File: src/rtl/tsp_pkg.sv
// Shared types and constants for the transport stream section packetizer.
// No dependencies; imported by every module of the block.
`default_nettype none
package tsp_pkg;

  localparam logic [7:0]  SYNC_BYTE      = 8'h47;
  localparam logic [7:0]  STUFF_BYTE     = 8'hFF;
  localparam logic [7:0]  POINTER_BYTE   = 8'h00;
  localparam logic [3:0]  PAYLOAD_FLAG   = 4'h1;
  localparam logic [7:0]  PACKET_PAYLOAD = 8'd184;
  localparam logic [12:0] LEN_BIAS       = 13'd3;
  localparam logic [7:0]  SINGLE_REPEAT  = 8'd1;

  localparam int QDEPTH = 4;
  localparam int QAW    = $clog2(QDEPTH);
  localparam int QCW    = QAW + 1;

  typedef enum logic [1:0] {
    HDR_NONE,
    HDR_FIRST,
    HDR_NEXT
  } hdr_kind_t;

  typedef struct packed {
    logic [7:0]  data_byte;
    logic        first_byte;
    logic [12:0] packet_id;
    logic [3:0]  start_count;
  } item_t;

  typedef struct packed {
    logic [7:0] out_byte;
    logic [7:0] repeat_count;
    logic       section_done;
  } result_t;

  typedef struct packed {
    hdr_kind_t   hdr;
    logic [12:0] pid;
    logic [3:0]  cc;
    logic [7:0]  data;
    logic [7:0]  pad;
    logic        done;
  } desc_t;

endpackage
`default_nettype wire

File: src/rtl/tsp_front.sv
// Front end: accepts section bytes, tracks framing state, and emits one
// descriptor per byte that produces output. Depends on tsp_pkg.
`default_nettype none
module tsp_front (
  input  wire             clk,
  input  wire             rst,
  input  wire             item_valid,
  output logic            item_stall,
  input  tsp_pkg::item_t  item,
  input  wire             q_full,
  output logic            push,
  output tsp_pkg::desc_t  push_desc
);
  import tsp_pkg::*;

  logic [12:0] byte_position;
  logic [12:0] total_length;
  logic [7:0]  packet_fill;
  logic [3:0]  continuity;
  logic [12:0] held_id;
  logic        active;

  logic        accept;
  logic [12:0] base_pos;
  logic [12:0] base_len;
  logic [7:0]  base_fill;
  logic [12:0] pos_next;
  logic [12:0] len_next;
  logic [7:0]  fill_inc;
  logic        ends;
  logic        wraps;

  assign item_stall = q_full;
  assign accept     = item_valid && !q_full;

  always_comb begin
    push_desc.data = item.data_byte;
    if (item.first_byte) begin
      push_desc.hdr = HDR_FIRST;
      push_desc.pid = item.packet_id;
      push_desc.cc  = item.start_count;
      base_pos      = '0;
      base_len      = '0;
      base_fill     = 8'd1;
    end else begin
      push_desc.hdr = (packet_fill == '0) ? HDR_NEXT : HDR_NONE;
      push_desc.pid = held_id;
      push_desc.cc  = continuity;
      base_pos      = byte_position;
      base_len      = total_length;
      base_fill     = packet_fill;
    end

    priority if (base_pos == 13'd1) begin
      len_next = {1'b0, item.data_byte[3:0], 8'h00};
    end else if (base_pos == 13'd2) begin
      len_next = (base_len | {5'b0, item.data_byte}) + LEN_BIAS;
    end else begin
      len_next = base_len;
    end

    pos_next = base_pos + 13'd1;
    fill_inc = base_fill + 8'd1;
    ends     = (pos_next >= LEN_BIAS) && (pos_next == len_next);
    wraps    = fill_inc >= PACKET_PAYLOAD;

    push_desc.done = ends;
    push_desc.pad  = (ends && !wraps) ? (PACKET_PAYLOAD - fill_inc) : '0;
    push           = accept && (item.first_byte || active);
  end

  always_ff @(posedge clk) begin
    if (rst) begin
      byte_position <= '0;
      total_length  <= '0;
      packet_fill   <= '0;
      continuity    <= '0;
      held_id       <= '0;
      active        <= 1'b0;
    end else if (push) begin
      byte_position <= pos_next;
      total_length  <= len_next;
      held_id       <= push_desc.pid;
      active        <= !ends;
      packet_fill   <= (ends || wraps) ? '0 : fill_inc;
      continuity    <= (!ends && wraps) ? push_desc.cc + 4'd1 : push_desc.cc;
    end
  end

  a_no_push_inactive: assert property (@(posedge clk) disable iff (rst)
    accept && !item.first_byte && !active |-> !push)
    else $error("word pushed while no section active");

  a_first_not_last: assert property (@(posedge clk) disable iff (rst)
    push && push_desc.hdr == HDR_FIRST |-> !push_desc.done)
    else $error("section ended on its first byte");

  a_fill_bound: assert property (@(posedge clk) disable iff (rst)
    packet_fill < PACKET_PAYLOAD)
    else $error("packet fill out of range");

endmodule
`default_nettype wire

File: src/rtl/tsp_queue.sv
// Descriptor queue between front and back end.
// Depends on tsp_pkg for the descriptor type and depth.
`default_nettype none
module tsp_queue (
  input  wire             clk,
  input  wire             rst,
  input  wire             push,
  input  tsp_pkg::desc_t  push_desc,
  output logic            full,
  input  wire             pop,
  output logic            head_valid,
  output tsp_pkg::desc_t  head
);
  import tsp_pkg::*;

  desc_t            entries [QDEPTH];
  logic [QAW-1:0]   wr_ptr;
  logic [QAW-1:0]   rd_ptr;
  logic [QCW-1:0]   count;

  assign full       = count == QCW'(QDEPTH);
  assign head_valid = count != '0;
  assign head       = entries[rd_ptr];

  always_ff @(posedge clk) begin
    if (push) begin
      entries[wr_ptr] <= push_desc;
    end
  end

  always_ff @(posedge clk) begin
    if (rst) begin
      wr_ptr <= '0;
      rd_ptr <= '0;
      count  <= '0;
    end else begin
      if (push) begin
        wr_ptr <= wr_ptr + QAW'(1);
      end
      if (pop) begin
        rd_ptr <= rd_ptr + QAW'(1);
      end
      unique case ({push, pop})
        2'b10:   count <= count + QCW'(1);
        2'b01:   count <= count - QCW'(1);
        default: count <= count;
      endcase
    end
  end

  a_no_overflow: assert property (@(posedge clk) disable iff (rst)
    !(push && full))
    else $error("push into full queue");

  a_no_underflow: assert property (@(posedge clk) disable iff (rst)
    !(pop && !head_valid))
    else $error("pop from empty queue");

  a_count_bound: assert property (@(posedge clk) disable iff (rst)
    count <= QCW'(QDEPTH))
    else $error("queue count out of range");

endmodule
`default_nettype wire

File: src/rtl/tsp_back.sv
// Back end: expands each descriptor into header, data and padding words,
// one per cycle while the output is not stalled, into a registered output. Depends on tsp_pkg.
`default_nettype none
module tsp_back (
  input  wire               clk,
  input  wire               rst,
  input  wire               head_valid,
  input  tsp_pkg::desc_t    head,
  output logic              pop,
  output logic              result_valid,
  input  wire               result_stall,
  output tsp_pkg::result_t  result
);
  import tsp_pkg::*;

  typedef enum logic [2:0] {
    PH_START,
    PH_SYNC,
    PH_PID_HI,
    PH_PID_LO,
    PH_CC,
    PH_PTR,
    PH_DATA,
    PH_PAD
  } phase_t;

  phase_t  phase;
  phase_t  ph_cur;
  phase_t  ph_next;
  result_t word;
  logic    last;
  logic    advance;

  assign advance = !result_valid || !result_stall;

  always_comb begin
    if (phase == PH_START) begin
      ph_cur = (head.hdr == HDR_NONE) ? PH_DATA : PH_SYNC;
    end else begin
      ph_cur = phase;
    end

    word.repeat_count = SINGLE_REPEAT;
    word.section_done = 1'b0;
    last              = 1'b0;
    unique case (ph_cur)
      PH_SYNC: begin
        word.out_byte = SYNC_BYTE;
        ph_next       = PH_PID_HI;
      end
      PH_PID_HI: begin
        word.out_byte = {1'b0, head.hdr == HDR_FIRST, 1'b0, head.pid[12:8]};
        ph_next       = PH_PID_LO;
      end
      PH_PID_LO: begin
        word.out_byte = head.pid[7:0];
        ph_next       = PH_CC;
      end
      PH_CC: begin
        word.out_byte = {PAYLOAD_FLAG, head.cc};
        ph_next       = (head.hdr == HDR_FIRST) ? PH_PTR : PH_DATA;
      end
      PH_PTR: begin
        word.out_byte = POINTER_BYTE;
        ph_next       = PH_DATA;
      end
      PH_DATA: begin
        word.out_byte     = head.data;
        word.section_done = head.done && (head.pad == '0);
        last              = head.pad == '0;
        ph_next           = PH_PAD;
      end
      PH_PAD: begin
        word.out_byte     = STUFF_BYTE;
        word.repeat_count = head.pad;
        word.section_done = 1'b1;
        last              = 1'b1;
        ph_next           = PH_START;
      end
      default: begin
        word.out_byte = head.data;
        ph_next       = PH_START;
      end
    endcase

    pop = advance && head_valid && last;
  end

  always_ff @(posedge clk) begin
    if (rst) begin
      phase        <= PH_START;
      result_valid <= 1'b0;
    end else if (advance) begin
      result_valid <= head_valid;
      if (head_valid) begin
        result <= word;
        phase  <= last ? PH_START : ph_next;
      end
    end
  end

  a_run_is_stuff: assert property (@(posedge clk) disable iff (rst)
    result_valid && result.repeat_count != SINGLE_REPEAT
      |-> result.out_byte == STUFF_BYTE && result.section_done)
    else $error("repeat run on a non-stuffing word");

  a_mid_needs_head: assert property (@(posedge clk) disable iff (rst)
    phase != PH_START |-> head_valid)
    else $error("descriptor left queue while being expanded");

  a_pad_nonzero: assert property (@(posedge clk) disable iff (rst)
    phase == PH_PAD |-> head.pad != '0)
    else $error("padding phase with empty run");

endmodule
`default_nettype wire

File: src/rtl/ts_section_packetizer_core.sv
// Top level of the transport stream section packetizer.
// Depends on tsp_pkg, tsp_front, tsp_queue and tsp_back.
//
//   channel  direction  handshake                      payload
//   item     in         item_valid / item_stall        tsp_pkg::item_t
//   result   out        result_valid / result_stall    tsp_pkg::result_t
//
// One result word leaves per cycle while a descriptor is queued and the
// output is not stalled; a byte in mid-packet yields one data word, a packet
// start adds 4 or 5 header words and a section end that needs padding adds
// one word for the stuffing run. The back end's word sequencer sets this.
// The front accepts one byte per cycle until the 4-entry descriptor queue
// fills. Reset is synchronous and clears framing, queue and output valid.
// result_stall holds the output register; item_stall follows queue full.
`default_nettype none
module ts_section_packetizer_core (
  input  wire               clk,
  input  wire               rst,
  input  wire               item_valid,
  output logic              item_stall,
  input  tsp_pkg::item_t    item,
  output logic              result_valid,
  input  wire               result_stall,
  output tsp_pkg::result_t  result
);
  import tsp_pkg::*;

  logic  q_full;
  logic  push;
  desc_t push_desc;
  logic  pop;
  logic  head_valid;
  desc_t head;

  tsp_front u_front (
    .clk        (clk),
    .rst        (rst),
    .item_valid (item_valid),
    .item_stall (item_stall),
    .item       (item),
    .q_full     (q_full),
    .push       (push),
    .push_desc  (push_desc)
  );

  tsp_queue u_queue (
    .clk        (clk),
    .rst        (rst),
    .push       (push),
    .push_desc  (push_desc),
    .full       (q_full),
    .pop        (pop),
    .head_valid (head_valid),
    .head       (head)
  );

  tsp_back u_back (
    .clk          (clk),
    .rst          (rst),
    .head_valid   (head_valid),
    .head         (head),
    .pop          (pop),
    .result_valid (result_valid),
    .result_stall (result_stall),
    .result       (result)
  );

endmodule
`default_nettype wire

File: config.mk
export PLATFORM = sky130hd
export DESIGN_NAME = ts_section_packetizer_core
export DESIGN_NICKNAME = d
export VERILOG_FILES = /design/src/rtl/tsp_pkg.sv /design/src/rtl/tsp_front.sv /design/src/rtl/tsp_queue.sv /design/src/rtl/tsp_back.sv /design/src/rtl/ts_section_packetizer_core.sv
export SDC_FILE = /design/constraint.sdc
export NUM_CORES = 1
export LEC_CHECK = 0
export BUFFER_PORTS_ARGS = -buffer_cell sky130_fd_sc_hd__buf_2
export CAP_MARGIN = 10
export CORE_MARGIN = 1
export CORE_UTILIZATION = 50
export DETAILED_ROUTE_END_ITERATION = 8
export MAX_ROUTING_LAYER = met4
export PLACE_DENSITY = 0.7
export SLEW_MARGIN = 30
export SYNTH_ARGS = -nofsm -noshare
export SYNTH_HDL_FRONTEND = slang
export SYNTH_SLANG_ARGS = --single-unit
File: constraint.sdc
create_clock -name clk -period 4.5 [get_ports clk]
set_input_delay 0.45 -clock clk [delete_from_list [all_inputs] [get_ports clk]]
set_output_delay 0.45 -clock clk [all_outputs]
set_load 0.03 [all_outputs]
### Word level (Yosys, flattened, before mapping)

Memories as Yosys holds them, arrays and structs flattened. A register that Yosys moved wholly into a read port is not among the register bits.
Cells that the tools add are included.

| cells by class | value |
|---|---|
| order comparisons | 2 |
| reductions and logical operators | 24 |
| div/mod/pow operators | 0 |
| shift operators | 0 |
| muxes and demuxes | 23 |
| multipliers | 0 |
| bitwise gates (word level) | 2 |
| equal/unequal tests | 14 |
| add/sub/neg operators | 9 |

Operator list:

| cell | number |
|---|---|
| $mux 13 | 4 |
| $pmux 8 s6 | 1 |
| $mux 8 | 3 |
| $mux 19 | 1 |
| $pmux 3 s6 | 1 |
| $logic_not 8->1 | 2 |
| $eq 3x3->1 const B | 5 |
| $add 13x1->13 const B | 1 |
| $add 13x2->13 const B | 1 |
| $eq 13x1->1 const B | 1 |
| $eq 13x13->1 | 1 |
| $eq 13x2->1 const B | 1 |
| $ge 13x2->1 const B | 1 |
| $or 13x8->13 | 1 |
| $mux 3 | 3 |
| $add 8x1->8 const B | 1 |
| $ge 8x8->1 const B | 1 |
| $logic_and 1x1->1 | 8 |
| $mux 2 | 4 |
| $sub 8x8->8 const A | 1 |
| $eq 3x2->1 const B | 2 |
| $pmux 3 s2 | 1 |
| $logic_not 1->1 | 5 |
| $add 2x1->2 const B | 2 |
| other kinds (17) | 22 |

| storage, ports and cells | value |
|---|---|
| bits of input ports | 30 |
| RAM bits | 144 |
| output and inout port bits | 19 |
| memories kept | 1 |
| ROM bits | 0 |
| latch bits | 0 |
| register bits | 80 |

Memories:

| name | words | bits a word | read ports | clocked after memory_dff | wr ports | line | RTL |
|---|---|---|---|---|---|---|---|
| u_queue.entries | 4 | 36 | 1 | 1 | 1 | tsp_queue.sv:16 | `desc_t entries [QDEPTH];` |

### Longest topological paths before layout

Gate-level depths: netlist of the first run.

| depth | value |
|---|---|
| word-level depth | 10 |
| mapped depth | 23 |

### Cells and area by module

From an unflattened synthesis of the first run, not the netlist that was laid out.

| second synthesis, totals | value |
|---|---|
| cells, all modules | 940 |
| area, all modules | 11283.3 um2 |

Modules (own cells, without submodules):

| module | seq. area each (um2) | cells an instance | area an instance (um2) | instances |
|---|---|---|---|---|
| tsp_queue | 4504.3 | 231 | 5675.4 | 1 |
| tsp_front | 1041.0 | 613 | 4515.6 | 1 |
| tsp_back | 590.6 | 96 | 1092.3 | 1 |

### Worst setup path before layout of the first run

Ideal clock, no wire load.

| timing path | value |
|---|---|
| path kind | in2reg |
| start | in item[17] (netlist bit) |
| end | mem u_queue.entries[0][4] (netlist bit), data pin |
| arrival time | 4.684 ns |
| data required time | 4.291 ns |
| buffers on the path | 9 |
| path slack | -0.393 ns |
| stages on the path | 19 |
| library setup time | 0.209 ns |
| cell sequence | buf_2 buf_2 buf_2 buf_1 buf_1 buf_1 clkbuf_1 nor2b_1 ha_1 clkbuf_1 and2_1 a41oi_2 o31ai_1 a211o_1 or4b_1 a21oi_1 o211ai_2 buf_6 nor3b_1 |

RTL lines:

| what | line | RTL |
|---|---|---|
| start: declaration | ts_section_packetizer_core.sv:21 | `input tsp_pkg::item_t item,` |
| end: declaration | tsp_queue.sv:16 |  |

==> results of run 1 <==
cell families (layout without fill, tap and decap cells):
logic type	Yosys count	after routing	share of synthesized area
and+or+nand+nor	327	327	0.153
DFF	226	226	0.562
AOI/OAI and AO/OA	175	175	0.109
buffers and inverters	79	141	0.0310
muxes	66	66	0.102
xor gates and xnor gates	30	30	0.0253
adders and majority gates	14	14	0.0167
other	0	1	0
worst min-delay path by stage:
stage,from,to,slack (ps),cells past startpoint
5_1_grt,result_stall,u_back.result_valid,220,3
3_5_place_dp,u_front.held_id[5],u_front.held_id[5],440,2
3_3_place_gp,u_front.held_id[9],u_front.held_id[9],440,2
2_1_floorplan,u_front.held_id[0],u_front.held_id[0],430,2
6_report,result_stall,u_back.result_valid,210,3
4_1_cts,result_stall,u_back.result_valid,200,3
flip-flops by register name (all words and copies together) (netlist names), named ones only:
name                   count
u_back.result             17
u_queue.count              3
u_front.total_length      13
u_front.byte_position     13
u_front.packet_fill        8
u_queue.entries          144
u_back.phase               3
u_queue.rd_ptr             2
u_front.continuity         4
u_back.result_valid        1
u_queue.wr_ptr             2
u_front.held_id           13
u_front.active             1
critical path, cell delays in order, from the launching register on:
cell and delay (ps):
dfxtp_1 360, nor2b_1 350, ha_1 410, nand2_1 160
nor3_2 270, mux2i_1 290, xor2_1 210, a31oi_1 100
or4_1 510, nor3_2 220, o211ai_2 230, inv_2 170
nand2b_1 200, nor2_1 300
layout by cell type, fill, tap and decap left out, drive strengths merged, types with 6 or more instances in the layout:
master  netlist  layout
o21ai        36      36
and3         11      11
clkbuf       36      31
and2         15      15
o22ai         7       7
nor2         82      82
buf          21      75
nand4        11      11
nand3        29      29
inv          20      23
ha           13      13
nand2        89      89
edfxtp      161     161
or4           6       6
a211oi        7       7
a21oi        54      54
xnor2        15      15
mux2         20      20
nor3         20      20
mux4         34      34
mux2i        12      12
nor4          6       6
o211ai        7       7
nand2b        7       7
nor2b        25      25
or3           7       7
dfxtp        65      65
clkinv        2       9
nor4b         6       6
a31oi         9       9
xor2         14      14
layout make-up:
class                   count  area, µm²
fillers                  1719       8960
flip-flops and latches    226       6140
repair buffers             75        468
diodes                      1       2.50
clock inverters            13        113
clock buffers              31        648
inverters                  22       82.6
multi-input cells         612       4460
well taps                 275        344
stage by stage:
| stage | hold WS (ps) | worst slack (ps) | util | cells |
|---|---|---|---|---|
| floorplan | 434 | 1.02 | - | 917 |
| global placement | 440 | 278 | 0.540 | 1208 |
| detailed placement | 444 | 347 | 0.542 | 1210 |
| CTS | 197 | 561 | 0.577 | 1254 |
| global route | 223 | 284 | 0.578 | 1255 |
| finish | 212 | 517 | 0.578 | 1255 |
power groups by stage:
| stage | clock network [W] | logic [W] | registers, W |
|---|---|---|---|
| 6_report | 0.00190 | 0.000474 | 0.00235 |
| 5_1_grt | 0.00201 | 0.000514 | 0.00236 |
| 4_1_cts | 0.00193 | 0.000472 | 0.00235 |
| 3_5_place_dp | 0 | 0.000468 | 0.00239 |
| 3_3_place_gp | 0 | 0.000460 | 0.00239 |
| 2_1_floorplan | 0 | 0.000307 | 0.00240 |
per-layer routing:
layer	vias up	GRT usage	share of wire
li1	3535	-	-
met1	3662	0.321	0.45
met2	218	0.373	0.48
met3	29	0.0308	0.053
met4	0	0.0556	0.013
met5	-	-	0
==> run_results.csv, run 1 <==
group,metric,value,unit
cts,cts_setup_buffers,0,
synthesis,yosysUniqueCellTypes,82,
pwr,ir_drop,0.234,mV
drt,drc,0,
synthesis,yosysMostFrequentCell,"edfxtp_1",
pwr,internal_power,0.00357,W
setup_path,worstSetupPathType,"reg2reg",
cts,clk_latency,520,ps
setup_path,crit_path_end_kind,"register",
drt,vias_per_cell,5.93,
synthesis,synthArstFlopShare,0,
cts,clk_pin_slew,60,ps
floorplan,start_util,0.514,
cts,ctsHoldBuffers,0,
drt,first_pass_iters,5,
cts,ctsResizeCount,0,
cts,htreeDepth,1,
synthesis,ys_top_cells_by_area,"edfxtp_1 (44%), dfxtp_1 (12%), mux4_2 (7.0%)",
setup_path,crit_path_end,"u_queue.entries[2][7]",
pwr,seqPwrFrac,0.497,
final_layout,finalInstanceArea,12300,µm²
pwr,p_leak,4.10,nW
final_layout,drive_gt1_frac,0.205,
pwr,pwr_density_cell,385,nW/µm²
sta,maxSlewViolCount,0,
synthesis,avgSynthCellArea,11.9,µm²
sta,hold_viol,0,
floorplan,core_area,21200,µm²
drt,finalWirelength,25.3,mm
cts,cts.path.max_buffers,3,
place,place_area,11500,µm²
grt,grt_max_degree,53,
sta,fin_tns_setup,0,ps
sta,max_slew_margin,0.504,
sta,fin_crit,3980,ps
synthesis,synth_area,10900,µm²
setup_path,start_kind,"register",
setup_path,cp.required,4820,ps
sta,tightest_slew,742,ps
drt,wl_per_cell,20.2,µm
drt,vias,7444,
pwr,clkPwrFrac,0.402,
place,place_congestion,0.958,
synthesis,synth_common_cells,"edfxtp_1 (161), nand2_1 (89), nor2_1 (82)",
setup_path,r2r_slack,520,ps
grt,antenna_found_initial,1,
setup_path,cp.arrival,4300,ps
grt,grt_pass1_wl,39.2,mm
sta,clock_skew,17.5,ps
synthesis,synth_top_area_cell,"edfxtp_1",
floorplan,die_w,150,µm
setup_path,worst_r2r_path_depth,13,
synthesis,synth_fp_nets,961,
cts,cts_tree,"done",
floorplan,row_count,53,
floorplan,ios,49,
sta,grt_setup_unrepaired,"false",
sta,period_share,0.885,
drt,ant_nets,0,
grt,grt_overflow,0,
cts,clock-root-buffer,"clkbuf_16",
run_status,status,"complete, no violations",
grt,grt_pass1_vias,6957,
pwr,p_sw_frac,0.244,
synthesis,synth-edff-count,161,
sta,setup_viol,0,
sta,fmax,251,MHz
synthesis,synthFlopType,"edfxtp_1",
pwr,pwr-share-comb,0.100,
worst_hold_path,hold_class,"in2reg",
run,maxCapViolCount,0,
drt,drtIter0Drc,602,
setup_path,reg2reg_to,"u_queue.entries[2][7]",
final_layout,final_nets,1005,
floorplan,dieArea,22400,µm²
setup_path,startpoint,"u_front.byte_position[0]",
pwr,power.switching,0.00115,W
place,dpl.hpwl,17.3,mm
synthesis,ys_seq_area_frac,0.562,
cts,cts_buffers,24,
setup_path,timing.rr.start,"u_front.byte_position[0]",
grt,groute.usage.overall,0.235,
cts,clock-sinks,226,
place,io_buffer_count,48,
synthesis,synth_cells,917,
synthesis,synth_top_area_share,0.443,
floorplan,fp.dieH,150,µm
pwr,p_total,0.00472,W
final_layout,synthToLayoutAreaGrowth,12.3,%
setup_path,path_max_fanout,7,
synthesis,ys_ff_latch,226,
synthesis,synth_warnings,0,
Note: power is estimated with default switching activity, not from simulation.
==> run 2: changes to the inputs <==
--- a/config.mk
+++ b/config.mk
@@ -10,7 +10,6 @@
 export CORE_MARGIN = 1
 export CORE_UTILIZATION = 50
 export DETAILED_ROUTE_END_ITERATION = 8
-export MAX_ROUTING_LAYER = met4
 export PLACE_DENSITY = 0.7
 export SLEW_MARGIN = 30
 export SYNTH_ARGS = -nofsm -noshare
==> run 2 against run 1 <==
Die area did not move. Critical path depth did not move. Global-route usage fell by 0.72 points. Count of clock-buffer cells in the layout rose by 5. Register-to-register slack improved by 40 ps. Utilization fell by 0.46 points. Clock skew fell by 8.6 ps. First-iteration DRC count fell by 8.8%. Worst setup slack improved by 43 ps. Via count fell by 0.31%. Final area fell by 0.80%. Critical endpoint is now u_queue.entries[1][7].
==> run_results.csv, run 2 (synthesis results as in run 1) <==
group,metric,value,unit
run_status,status,"complete, no violations",
setup_path,start_kind,"register",
sta,maxSlewViolCount,0,
floorplan,row_count,53,
drt,drc,0,
final_layout,synthToLayoutAreaGrowth,11.4,%
cts,cts.path.max_buffers,3,
setup_path,cp.arrival,4250,ps
sta,setup_viol,0,
sta,whs,200,ps
cts,ctsHoldBuffers,0,
cts,clock-root-buffer,"clkbuf_16",
sta,hold_viol,0,
cts,cts_setup_buffers,0,
place,io_buffer_count,48,
grt,grt_overflow,0,
cts,clock-sinks,226,
drt,vias_per_cell,5.94,
pwr,p_leak,4.05,nW
setup_path,crit_path_end_kind,"register",
place,place_congestion,0.939,
grt,antenna_found_initial,1,
drt,vias,7421,
run,maxCapViolCount,0,
setup_path,critPathSlowestCell,"or4_1",
sta,fin_crit,3940,ps
drt,ant_nets,0,
cts,cts_buffers,23,
final_layout,final_common_cell,"edfxtp_1",
final_layout,drive_gt1_frac,0.196,
final_layout,largest_register_ffs,144,
final_layout,final_nets,1000,
drt,wl_per_cell,19.9,µm
floorplan,fp.dieH,150,µm
final_layout,largest_register,"u_queue.entries",
sta,tightest_slew,861,ps
floorplan,ios,49,
pwr,ir_drop,0.254,mV
drt,first_pass_iters,7,
floorplan,die_w,150,µm
sta,fmax,254,MHz
sta,period_share,0.876,
setup_path,path_max_fanout,7,
sta,max_slew_margin,0.425,
final_layout,top_regs,"u_queue.entries x144, u_back.result x17",
floorplan,start_util,0.514,
cts,clk_latency,520,ps
cts,cts_tree,"done",
final_layout,mostFrequentLayoutCells,"edfxtp_1 (161), nand2_1 (89), nor2_1 (81)",
floorplan,dieArea,22400,µm²
grt,groute.usage.overall,0.227,
grt,grt_pass1_wl,39.3,mm
cts,htreeDepth,1,
drt,finalWirelength,24.8,mm
drt,drtIter0Drc,549,
setup_path,path_cells,"nor2b_1, ha_1, nand2_1, nor3_2, mux2i_1, xor2_1, a31oi_1, or4_1, nor3_2, o211ai_2, inv_2, nand2b_1, nor2_1",
grt,grt_pass1_vias,7293,
final_layout,final_util,0.573,
pwr,pwr_density_cell,380,nW/µm²
setup_path,cp_slowest_stage_delay,490,ps
setup_path,cp.required,4810,ps
setup_path,worstSetupPathType,"reg2reg",
sta,clock_skew,8.90,ps
cts,ctsResizeCount,0,
cts,clk_pin_slew,60,ps
sta,grt_setup_unrepaired,"false",
floorplan,core_area,21200,µm²
worst_hold_path,hold_class,"in2reg",
setup_path,path_common_cell,"nor3_2",
place,dpl.hpwl,16.7,mm
sta,fin_tns_setup,0,ps
grt,grt_max_degree,56,
run 2: changes by cell type in the layout (fill, tap and decap cells not counted), moves of 2 or more:
cell,before,now
clkbuf_1,6,12
buf_4,25,22
and2_2,2,0
and2_4,3,5
clkbuf_16,25,23
clkinv_1,5,3
clkinv_4,2,0
clkinvlp_4,2,0
inv_6,2,0
run 2: area by class of cell:
cell class              count  area, µm²
clock inverters             6       68.8
inverters                  22       82.6
flip-flops and latches    226       6140
well taps                 275        344
fillers                  1705       9060
repair buffers             71        425
diodes                      1       2.50
multi-input cells         612       4470
clock buffers              36        634
run 2: per-layer routing:
layer	vias to the layer above	GRT usage	wire (µm)	part of all wire
met5	-	0	0	0
met1	3642	0.316	11100	0.45
li1	3518	-	-	-
met3	37	0.0338	1410	0.057
met2	224	0.372	11800	0.48
met4	0	0.0626	489	0.020
run 2: per-stage QoR:
stage                     power [W]  cells  instance area [µm²]  worst slack [ps]
final                       0.00462   1249                12200               560
after global routing        0.00479   1249                12200               210
after CTS                   0.00465   1248                12200               535
after detailed placement    0.00286   1206                11500               309
after global placement      0.00285   1206                11500               446
after floorplan             0.00271    917                10900              1.02
run 2: where the power goes:
group / leakage, nW / internal [W] / total [W] / switching, W
logic: 1.72 / 0.000164 / 0.000464 / 0.000300
registers: 1.99 / 0.00232 / 0.00236 / 0.0000394
clock network: 0.342 / 0.00103 / 0.00181 / 0.000773
total: 4.05 / 0.00351 / 0.00462 / 0.00111
run 2: critical path, delay by kind of cell (launching register included):
| family | cells | cell delay (ps) |
|---|---|---|
| simple gates | 7 | 1980 |
| xor+xnor | 1 | 200 |
| compound gates | 2 | 310 |
| mux | 1 | 300 |
| buf+inv | 1 | 160 |
| flops | 1 | 360 |
| fa+ha+maj | 1 | 400 |
run 2: worst paths after layout:
kind,from,endpoint,slack [ps],cells past startpoint
setup / recovery,u_front.byte_position[0],u_queue.entries[1][7],560,13
hold / removal,result_stall,u_back.result_valid,200,3
setup reg to reg,u_front.byte_position[0],u_queue.entries[1][7],560,13
hold reg to reg,u_front.held_id[11],u_front.held_id[11],450,2
